[config.mk]
export PLATFORM = sky130hd
export DESIGN_NAME = barometric_pressure_compensation
export DESIGN_NICKNAME = d
export VERILOG_FILES = /design/src/hdl/bpc_pkg.sv /design/src/hdl/bpc_div.sv /design/src/hdl/bpc_datapath.sv /design/src/hdl/bpc_ctrl.sv /design/src/hdl/barometric_pressure_compensation.sv
export SDC_FILE = /design/constraint.sdc
export NUM_CORES = 2
export LEC_CHECK = 0
export BUFFER_PORTS_ARGS = -buffer_cell sky130_fd_sc_hd__buf_2
export CAP_MARGIN = 5
export CORE_MARGIN = 5
export CORE_UTILIZATION = 40
export DETAILED_ROUTE_END_ITERATION = 8
export PLACE_DENSITY_LB_ADDON = 0.08
export SLEW_MARGIN = 20
export SYNTH_ARGS = -nofsm -noshare
export SYNTH_HDL_FRONTEND = slang
export SYNTH_SLANG_ARGS = --single-unit
[constraint.sdc]
create_clock -name clk -period 9.35 [get_ports clk]
set_input_delay 1.87 -clock clk [delete_from_list [all_inputs] [get_ports clk]]
set_output_delay 1.87 -clock clk [all_outputs]
set_load 0.02 [all_outputs]
[src/hdl/bpc_pkg.sv]
// shared types and constants for barometric pressure compensation
`default_nettype none
package bpc_pkg;
  localparam int DataW = 32;
  localparam int CfgIdxW = 3;
  localparam int RawW = 19;

  localparam logic [CfgIdxW-1:0] RegAc1 = 3'd0;
  localparam logic [CfgIdxW-1:0] RegAc2 = 3'd1;
  localparam logic [CfgIdxW-1:0] RegAc3 = 3'd2;
  localparam logic [CfgIdxW-1:0] RegAc4 = 3'd3;
  localparam logic [CfgIdxW-1:0] RegAc56 = 3'd4;
  localparam logic [CfgIdxW-1:0] RegB12 = 3'd5;
  localparam logic [CfgIdxW-1:0] RegMcMd = 3'd6;
  localparam logic [CfgIdxW-1:0] RegOss = 3'd7;

  // datapath micro-operations, one per controller step, in sequence order
  typedef enum logic [4:0] {
    OP_NONE,
    OP_T_SUB,     // t = raw - ac6
    OP_T_MUL,     // prod = t*ac5
    OP_T_X1,      // x1 = asr(prod,15)
    OP_T_DEN,     // t = x1 + md
    OP_T_DIV,     // start mc<<11 / t
    OP_T_B5,      // t = x1 + quotient
    OP_T_FIN,     // value, stored term
    OP_P_B6,      // b6
    OP_P_SQ,      // prod = b6*b6
    OP_P_SQS,     // sq = asr(prod,12), prod = ac2*b6
    OP_P_X2,      // acc = asr(prod,11), prod = b2*sq
    OP_P_X3,      // acc += asr(prod,11), prod = ac3*b6
    OP_P_B3,      // t = (ac1*4+acc)<<oss, x1 = asr(prod,13), prod = b1*sq
    OP_P_B3F,     // b3, acc = x1 + asr(prod,16)
    OP_P_B4S,     // t = b4 operand, b7 = raw - b3
    OP_P_B4M,     // prod = ac4*t
    OP_P_B4,      // b4, prod = b7*(50000>>oss)
    OP_P_B7,      // b7
    OP_P_DIV,     // start p divide
    OP_P_PQ,      // p from quotient
    OP_P_H,       // h, prod = -7357*p
    OP_P_HH,      // x1 = asr(prod,16), prod = h*h
    OP_P_HM,      // prod = prod*3038
    OP_P_X1,      // acc = asr(prod,16) + x1 + 3791
    OP_P_FIN      // value
  } op_t;

  typedef struct packed {
    op_t  op;
    logic load;
  } dp_cmd_t;

  typedef struct packed {
    logic div_busy;
    logic div_zero;
  } dp_sts_t;
endpackage
`default_nettype wire

[src/hdl/bpc_div.sv]
// iterative 32-bit unsigned or signed divider, one quotient bit per cycle
`default_nettype none
module bpc_div (
  input  wire logic        clk,
  input  wire logic        rst,
  input  wire logic        start,
  input  wire logic        sgn,
  input  wire logic [31:0] num,
  input  wire logic [31:0] den,
  output logic             busy,
  output logic             zero,
  output logic [31:0]      quot
);
  logic [31:0] rem, q, d;
  logic [5:0]  cnt;
  logic        neg;
  logic [32:0] trial;

  // shift-subtract step
  assign trial = {rem, q[31]} - {1'b0, d};
  assign quot = neg ? (32'd0 - q) : q;

  always_ff @(posedge clk) begin
    if (rst) begin
      busy <= 1'b0;
      zero <= 1'b0;
      cnt <= '0;
    end else if (start) begin
      zero <= (den == 32'd0);
      busy <= (den != 32'd0);
      cnt <= 6'd32;
      rem <= '0;
      q <= (sgn && num[31]) ? (32'd0 - num) : num;
      d <= (sgn && den[31]) ? (32'd0 - den) : den;
      neg <= sgn && (num[31] ^ den[31]);
    end else if (busy) begin
      if (!trial[32]) begin
        rem <= trial[31:0];
        q <= {q[30:0], 1'b1};
      end else begin
        rem <= {rem[30:0], q[31]};
        q <= {q[30:0], 1'b0};
      end
      cnt <= cnt - 6'd1;
      if (cnt == 6'd1) busy <= 1'b0;
    end
  end
endmodule
`default_nettype wire

[src/hdl/bpc_datapath.sv]
// registers, shared multiplier and divider of the compensation datapath
`default_nettype none
module bpc_datapath (
  input  wire logic                         clk,
  input  wire logic                         rst,
  input  wire logic                         cfg_valid,
  input  wire logic [bpc_pkg::CfgIdxW-1:0]  cfg_index,
  input  wire logic [bpc_pkg::DataW-1:0]    cfg_data,
  input  wire logic [bpc_pkg::RawW-1:0]     raw_in,
  input  wire bpc_pkg::dp_cmd_t             cmd,
  output bpc_pkg::dp_sts_t                  sts,
  output logic [bpc_pkg::DataW-1:0]         value,
  output logic                              err
);
  localparam logic [31:0] TempOffset = 32'd4000;
  localparam logic [31:0] SensBias = 32'd32768;
  localparam logic [31:0] PressScale = 32'd50000;
  localparam logic [31:0] CorrSq = 32'd3038;
  localparam logic [31:0] CorrLin = 32'd0 - 32'd7357;
  localparam logic [31:0] CorrOfs = 32'd3791;

  logic [15:0] ac1, ac2, ac3, ac4;
  logic [31:0] ac56, b12, mcmd;
  logic [1:0]  oss;
  logic [31:0] temp_term;
  logic [18:0] raw;
  logic [31:0] t, acc, x1, b6, sq, b3, b4, b7, p, h, prod;
  logic [31:0] ma, mb, mp;
  logic        div_start, div_sgn, div_busy, div_zero;
  logic [31:0] div_num, div_den, quot;
  logic [31:0] ac1x, b3_pre, b3_rnd, acc_rnd, t_rnd;

  function automatic logic [31:0] sx(input logic [15:0] v);
    sx = {{16{v[15]}}, v};
  endfunction

  // config registers
  always_ff @(posedge clk) begin
    if (rst) begin
      ac1 <= '0; ac2 <= '0; ac3 <= '0; ac4 <= '0;
      ac56 <= '0; b12 <= '0; mcmd <= '0; oss <= '0;
    end else if (cfg_valid) begin
      unique case (cfg_index)
        bpc_pkg::RegAc1:  ac1 <= cfg_data[15:0];
        bpc_pkg::RegAc2:  ac2 <= cfg_data[15:0];
        bpc_pkg::RegAc3:  ac3 <= cfg_data[15:0];
        bpc_pkg::RegAc4:  ac4 <= cfg_data[15:0];
        bpc_pkg::RegAc56: ac56 <= cfg_data;
        bpc_pkg::RegB12:  b12 <= cfg_data;
        bpc_pkg::RegMcMd: mcmd <= cfg_data;
        bpc_pkg::RegOss:  oss <= cfg_data[1:0];
      endcase
    end
  end

  // multiplier operand select, product registered
  always_comb begin
    ma = '0;
    mb = '0;
    unique case (cmd.op)
      bpc_pkg::OP_T_MUL: begin ma = t; mb = {16'd0, ac56[31:16]}; end
      bpc_pkg::OP_P_SQ:  begin ma = b6; mb = b6; end
      bpc_pkg::OP_P_SQS: begin ma = sx(ac2); mb = b6; end
      bpc_pkg::OP_P_X2:  begin ma = sx(b12[15:0]); mb = sq; end
      bpc_pkg::OP_P_X3:  begin ma = sx(ac3); mb = b6; end
      bpc_pkg::OP_P_B3:  begin ma = sx(b12[31:16]); mb = sq; end
      bpc_pkg::OP_P_B4M: begin ma = {16'd0, ac4}; mb = t; end
      bpc_pkg::OP_P_B4:  begin ma = b7; mb = PressScale >> oss; end
      bpc_pkg::OP_P_H:   begin ma = CorrLin; mb = p; end
      bpc_pkg::OP_P_HH:  begin ma = h; mb = h; end
      bpc_pkg::OP_P_HM:  begin ma = prod; mb = CorrSq; end
      default: ;
    endcase
  end
  assign mp = ma * mb;

  // short sums feeding the sequenced updates
  assign ac1x = sx(ac1);
  assign b3_pre = {ac1x[29:0], 2'b00} + acc;
  assign b3_rnd = t + 32'd2;
  assign acc_rnd = acc + 32'd2;
  assign t_rnd = t + 32'd8;

  // divider operands
  assign div_start = (cmd.op == bpc_pkg::OP_T_DIV) || (cmd.op == bpc_pkg::OP_P_DIV);
  assign div_sgn = (cmd.op == bpc_pkg::OP_T_DIV);
  assign div_num = div_sgn ? {{5{mcmd[31]}}, mcmd[31:16], 11'd0}
                           : (b7[31] ? b7 : {b7[30:0], 1'b0});
  assign div_den = div_sgn ? t : b4;

  bpc_div u_div (
    .clk(clk), .rst(rst), .start(div_start), .sgn(div_sgn), .num(div_num),
    .den(div_den), .busy(div_busy), .zero(div_zero), .quot(quot)
  );
  assign sts.div_busy = div_busy;
  assign sts.div_zero = div_zero;

  // sequenced register updates
  always_ff @(posedge clk) begin
    if (rst) begin
      temp_term <= '0;
      value <= '0;
      err <= 1'b0;
      raw <= '0;
      prod <= '0;
      t <= '0; acc <= '0; x1 <= '0; b6 <= '0; sq <= '0;
      b3 <= '0; b4 <= '0; b7 <= '0; p <= '0; h <= '0;
    end else begin
      if (cmd.load) raw <= raw_in;
      prod <= mp;
      unique case (cmd.op)
        bpc_pkg::OP_T_SUB: t <= {13'd0, raw} - {16'd0, ac56[15:0]};
        bpc_pkg::OP_T_X1:  x1 <= {{15{prod[31]}}, prod[31:15]};
        bpc_pkg::OP_T_DEN: t <= x1 + sx(mcmd[15:0]);
        bpc_pkg::OP_T_B5:  t <= x1 + quot;
        bpc_pkg::OP_T_FIN: begin
          err <= div_zero;
          if (div_zero) begin
            value <= '0;
          end else begin
            temp_term <= t;
            value <= {{4{t_rnd[31]}}, t_rnd[31:4]};
          end
        end
        bpc_pkg::OP_P_B6:  b6 <= temp_term - TempOffset;
        bpc_pkg::OP_P_SQS: sq <= {{12{prod[31]}}, prod[31:12]};
        bpc_pkg::OP_P_X2:  acc <= {{11{prod[31]}}, prod[31:11]};
        bpc_pkg::OP_P_X3:  acc <= acc + {{11{prod[31]}}, prod[31:11]};
        bpc_pkg::OP_P_B3: begin
          t <= b3_pre << oss;
          x1 <= {{13{prod[31]}}, prod[31:13]};
        end
        bpc_pkg::OP_P_B3F: begin
          b3 <= {{2{b3_rnd[31]}}, b3_rnd[31:2]};
          acc <= x1 + {{16{prod[31]}}, prod[31:16]};
        end
        bpc_pkg::OP_P_B4S: begin
          t <= {{2{acc_rnd[31]}}, acc_rnd[31:2]} + SensBias;
          b7 <= {13'd0, raw} - b3;
        end
        bpc_pkg::OP_P_B4:  b4 <= {15'd0, prod[31:15]};
        bpc_pkg::OP_P_B7:  b7 <= prod;
        bpc_pkg::OP_P_PQ:  p <= b7[31] ? {quot[30:0], 1'b0} : quot;
        bpc_pkg::OP_P_H:   h <= {{8{p[31]}}, p[31:8]};
        bpc_pkg::OP_P_HH:  x1 <= {{16{prod[31]}}, prod[31:16]};
        bpc_pkg::OP_P_X1:  acc <= {{16{prod[31]}}, prod[31:16]} + x1 + CorrOfs;
        bpc_pkg::OP_P_FIN: begin
          err <= div_zero;
          value <= div_zero ? 32'd0 : p + {{4{acc[31]}}, acc[31:4]};
        end
        default: ;
      endcase
    end
  end
endmodule
`default_nettype wire

[src/hdl/bpc_ctrl.sv]
// controller sequencing the datapath steps for one item
`default_nettype none
module bpc_ctrl (
  input  wire logic              clk,
  input  wire logic              rst,
  input  wire logic              in_valid,
  output logic                   in_stall,
  input  wire logic              in_action,
  input  wire logic              out_stall,
  output logic                   out_valid,
  output logic                   out_kind,
  output bpc_pkg::dp_cmd_t       cmd,
  input  wire bpc_pkg::dp_sts_t  sts
);
  typedef enum logic [3:0] {
    S_IDLE = 4'b0001,
    S_RUN  = 4'b0010,
    S_WAIT = 4'b0100,
    S_DONE = 4'b1000
  } state_t;

  state_t state;
  bpc_pkg::op_t op;
  logic kind;

  assign in_stall = rst || (state != S_IDLE) || (out_valid && out_stall);
  assign cmd.load = in_valid && !in_stall;
  assign cmd.op = (state == S_RUN) ? op : bpc_pkg::OP_NONE;
  assign out_kind = kind;

  // step sequencer
  always_ff @(posedge clk) begin
    if (rst) begin
      state <= S_IDLE;
      out_valid <= 1'b0;
      op <= bpc_pkg::OP_NONE;
      kind <= 1'b0;
    end else begin
      if (out_valid && !out_stall) out_valid <= 1'b0;
      unique case (state)
        S_IDLE: if (cmd.load) begin
          kind <= in_action;
          op <= in_action ? bpc_pkg::OP_P_B6 : bpc_pkg::OP_T_SUB;
          state <= S_RUN;
        end
        S_RUN: begin
          if (op == bpc_pkg::OP_T_FIN || op == bpc_pkg::OP_P_FIN) begin
            state <= S_DONE;
          end else begin
            if (op == bpc_pkg::OP_T_DIV || op == bpc_pkg::OP_P_DIV) state <= S_WAIT;
            op <= bpc_pkg::op_t'(op + 5'd1);
          end
        end
        S_WAIT: if (!sts.div_busy) state <= S_RUN;
        S_DONE: begin
          out_valid <= 1'b1;
          state <= S_IDLE;
        end
        default: state <= S_IDLE;
      endcase
    end
  end
endmodule
`default_nettype wire

[src/hdl/barometric_pressure_compensation.sv]
// top level of the barometric pressure compensation block
//  channel  direction  handshake         payload
//  in       input      in_valid/in_stall   action, raw_reading
//  out      output     out_valid/out_stall result_kind, result_value, divide_error
//  cfg      input      cfg_valid/cfg_ready cfg_index, cfg_data
// temperature and pressure results each run one controller step per cycle on the shared
// multiplier datapath and wait while the iterative divider works; a zero divisor skips the
// divide's iterations; the next item can be taken in the cycle the result is presented
// reset clears control, calibration registers and the stored temperature term
// a waiting result stalls input until it is taken; input stalls during reset
`default_nettype none
module barometric_pressure_compensation (
  input  wire logic                        clk,
  input  wire logic                        rst,
  input  wire logic                        in_valid,
  output logic                             in_stall,
  input  wire logic                        action,
  input  wire logic [bpc_pkg::RawW-1:0]    raw_reading,
  output logic                             out_valid,
  input  wire logic                        out_stall,
  output logic                             result_kind,
  output logic [bpc_pkg::DataW-1:0]        result_value,
  output logic                             divide_error,
  input  wire logic                        cfg_valid,
  output logic                             cfg_ready,
  input  wire logic [bpc_pkg::CfgIdxW-1:0] cfg_index,
  input  wire logic [bpc_pkg::DataW-1:0]   cfg_data
);
  bpc_pkg::dp_cmd_t cmd;
  bpc_pkg::dp_sts_t sts;

  assign cfg_ready = 1'b1;

  bpc_ctrl u_ctrl (
    .clk(clk), .rst(rst), .in_valid(in_valid), .in_stall(in_stall),
    .in_action(action), .out_stall(out_stall), .out_valid(out_valid),
    .out_kind(result_kind), .cmd(cmd), .sts(sts)
  );

  bpc_datapath u_dp (
    .clk(clk), .rst(rst), .cfg_valid(cfg_valid), .cfg_index(cfg_index),
    .cfg_data(cfg_data), .raw_in(raw_reading), .cmd(cmd), .sts(sts),
    .value(result_value), .err(divide_error)
  );
endmodule
`default_nettype wire
==> summary.txt <==
Yosys
  • Most frequent cell after synthesis: nand2_1
  • Post-synth EDFFs: 97
  • Synth Flop Type: dfxtp_1
  • Syn_area_per_cell: 7.89 µm²
  • Netlist Area Pre-Place: 59,900 µm²
  • Synth async-reset ratio: 0
  • Syn_nets: 8,418
  • Synth cell count leaders: nand2_1 (1,097), nor2_1 (835), inv_1 (646)
  • Cells after synthesis: 7,594
  • Yosys top cell area share: 0.189
  • Area contributors post-synth: dfxtp_1 (19%), fa_1 (14%), ha_1 (7.3%)
  • Sequential share of the synthesized area: 0.238
  • Synth cell types: 103
  • YS warnings: 0
  • Flops & latches, synth: 664
  • Top cell type by total area after synthesis: dfxtp_1

STA
  • Final Setup Violations: 0
  • Slew HR: 0.203
  • Minimum clock period: 9.10 ns
  • Skew final: 0.0376 ns
  • Fin Setup TNS: 0 ns
  • Period utilization: 0.973
  • Peak Freq: 110 MHz
  • Hold Slack: 0.454 ns
  • Worst Max-Slew Pin Slew: 1.18 ns
  • Final slew viol count: 0
  • RSZ-0062 raised after global routing: yes
  • Final Hold Vio Count: 0

Critical path
  • CP dominant cell by count: buf_4
  • FF-to-FF End: u_dp.prod[27]$_SDFF_PP0_
  • Crit-path max FO: 9
  • Worst Setup Path Type: reg -> reg
  • Worst R2R Setup Slack: 0.25 ns
  • Reg2reg start: u_ctrl.op[3]$_SDFFE_PP0P_
  • Crit start category: flip-flop
  • Max incr delay on CP: 0.56 ns
  • Reg2Reg Depth: 38
  • Endpoint class of the critical path: flip-flop
  • Crit-path slowest cell: fa_1
  • Critical Path RT: 9.95 ns
  • WP data arrival: 9.71 ns

Min path
  • Hold_sp: u_dp.ac56[5]$_SDFFE_PP0P_
  • Worst hold endpoint: u_dp.ac56[5]$_SDFFE_PP0P_
  • Min-delay worst type: reg -> reg
  • Hold Crit Depth: 2

Clocking
  • Clk buf depth: 3
  • CTS Root Cell: clkbuf_16
  • Clock sinks: 664
  • CTS tree: built
  • Worst-path clk slew: 0.06 ns
  • Clock latency on the worst-skew pair: 0.73 ns
  • Num CTS Buffers: 86
  • H-tree levels: 3

Global routing
  • GRT met3 Usage: 0.0573
  • Total GRT Usage: 0.372
  • GR Util met1: 0.503
  • GRT busiest layer: met2
  • Initial antenna violation count: 25
  • Met2 Usage GRT: 0.574
  • Vias in the first global route: 56.6k
  • Largest net degree at the start of global routing: 143
  • GRT overflow: 0
  • First-pass GRT wire length: 423,000 µm

Route
  • Average via count per standard cell: 5.94
  • WL final: 302,000 µm
  • Antenna-violating nets left: 0
  • DR iter-0 viols: 6,324
  • Post-DR wirelength/cell: 30.1 µm
  • Detailed Routing Iterations Pass 1: 6
  • Post-route DRC: 0
  • Vias: 59.5k

Power and ir drop
  • Total power: 7.16 mW
  • Internal power: 5.29 mW
  • Clock share of power: 0.522
  • Total leakage power: 29.4 nW
  • Worst IR drop on VDD: 0.130 mV
  • Sw Ratio: 0.262
  • Power Density: 102 nW/µm²
  • Seq pwr share: 0.413
  • Switching power: 1.88 mW
  • Comb pwr share: 0.065

Final layout
  • Finished Cell Area: 70,000 µm²
  • Synth-to-Final Area Change: 16.7%
  • Fin util: 0.468
  • Share of layout cells above drive strength 1: 0.128
  • Fill cells: 15.1k
  • # nets final: 8,738

Job
  • Max Cap Viol: 0

Floorplan
  • Ports: 97
  • FP Rows: 142
  • Core area: 149,000 µm²
  • Die W: 397 µm
  • DIE AREA: 158,000 µm²
  • Starting Density: 0.401
  • Die height: 397 µm

Placed design
  • DP Wirelength: 244,000 µm
  • Dpl cell area: 66,300 µm²
  • # port buffers: 95
  • GP Congestion: 1.01

Status
  • Status: completed
layout by cell type (no fill, tap or decap), drive strengths merged, types with 91 or more instances in the layout:
master,count
nor2,837
inv,651
nand2,1097
xor2,179
a211oi,138
o21ai,251
xnor2,285
nand3,147
ha,348
a21oi,639
nor3,131
mux2i,93
clkbuf,120
edfxtp,97
nand4,91
dfxtp,567
buf,687
a21o,103
fa,416
a22oi,110
worst max-delay path by stage:
stage	startpoint	end	slack (ns)	depth (start not counted)
5_1_grt	u_ctrl.state[1]$_SDFFE_PP0P_	u_dp.prod[27]$_SDFF_PP0_	-0.05	41
2_1_floorplan	u_ctrl.state[3]$_SDFFE_PP0P_	u_dp.prod[31]$_SDFF_PP0_	0.02	35
4_1_cts	u_ctrl.state[1]$_SDFFE_PP0P_	u_dp.prod[28]$_SDFF_PP0_	0.03	41
3_3_place_gp	u_ctrl.state[1]$_SDFFE_PP0P_	u_dp.prod[30]$_SDFF_PP0_	-0.42	40
3_5_place_dp	u_ctrl.state[1]$_SDFFE_PP0P_	u_dp.prod[30]$_SDFF_PP0_	-0.39	40
6_report	u_ctrl.op[3]$_SDFFE_PP0P_	u_dp.prod[27]$_SDFF_PP0_	0.25	38
per-layer routing:
layer	vias up	routed length [µm]	part of all wire
met5	-	11	0.000036
met4	2	20500	0.068
met3	646	23900	0.079
met2	2757	130000	0.43
met1	29500	127000	0.42
li1	26600	-	-
through the flow:
stage               setup WS, ns  cells
floorplan                 0.0170   7594
global placement          -0.417   9826
detailed placement        -0.385   9826
CTS                       0.0264   9989
global route             -0.0492  10000
finish                     0.249  10000
power by group through the flow:
stage / Clock (mW) / Combinational, mW / Sequential [mW]
floorplan: 0 / 0.290 / 2.99
global placement: 0 / 0.454 / 3.02
detailed placement: 0 / 0.454 / 3.02
CTS: 3.79 / 0.456 / 2.96
global route: 3.89 / 0.498 / 2.96
finish: 3.74 / 0.467 / 2.96
worst max-delay path, delay by kind of cell, from the launching register on:
family	cells	cell delay, ns
AOI/OAI and AO/OA	9	1.80
xor gates and xnor gates	1	0.15
adders and majority gates	9	4.06
buffers and inverters	12	1.57
DFF	1	0.33
and+or+nand+nor	7	1.08
kinds of logic (layout without fill, tap and decap cells):
family	after synthesis	after routing	share of synthesized area
xor gates and xnor gates	470	470	0.0701
AOI/OAI and AO/OA	1725	1725	0.184
muxes	108	108	0.0184
and+or+nand+nor	2756	2756	0.206
DFF	664	664	0.238
other	1	8	0.0000626
buffers and inverters	1106	1499	0.0715
adders and majority gates	764	764	0.212
cell type report:
cell class	instances	area (µm²)	area share
clock buffer	118	2450	0.0351
sequential	664	14300	0.204
multi-input combinational	5824	42000	0.601
timing repair buffer	690	5540	0.0792
inverter	648	2430	0.0348
clock inverter	43	672	0.00960
tap	2016	2520	0.0361
antenna	7	17.5	0.000250
timing repair:
| item | CTS | global route |
|---|---|---|
| hold buffers | 0 | 0 |
| pin swaps | 4 | 30 |
| buffers inserted | 1 | 11 |
| cloned | 1 | 3 |
| endpoints found under the setup margin | 4 | 6 |
| gates resized for setup | 13 | 68 |
(Power assumes the default switching activity.)
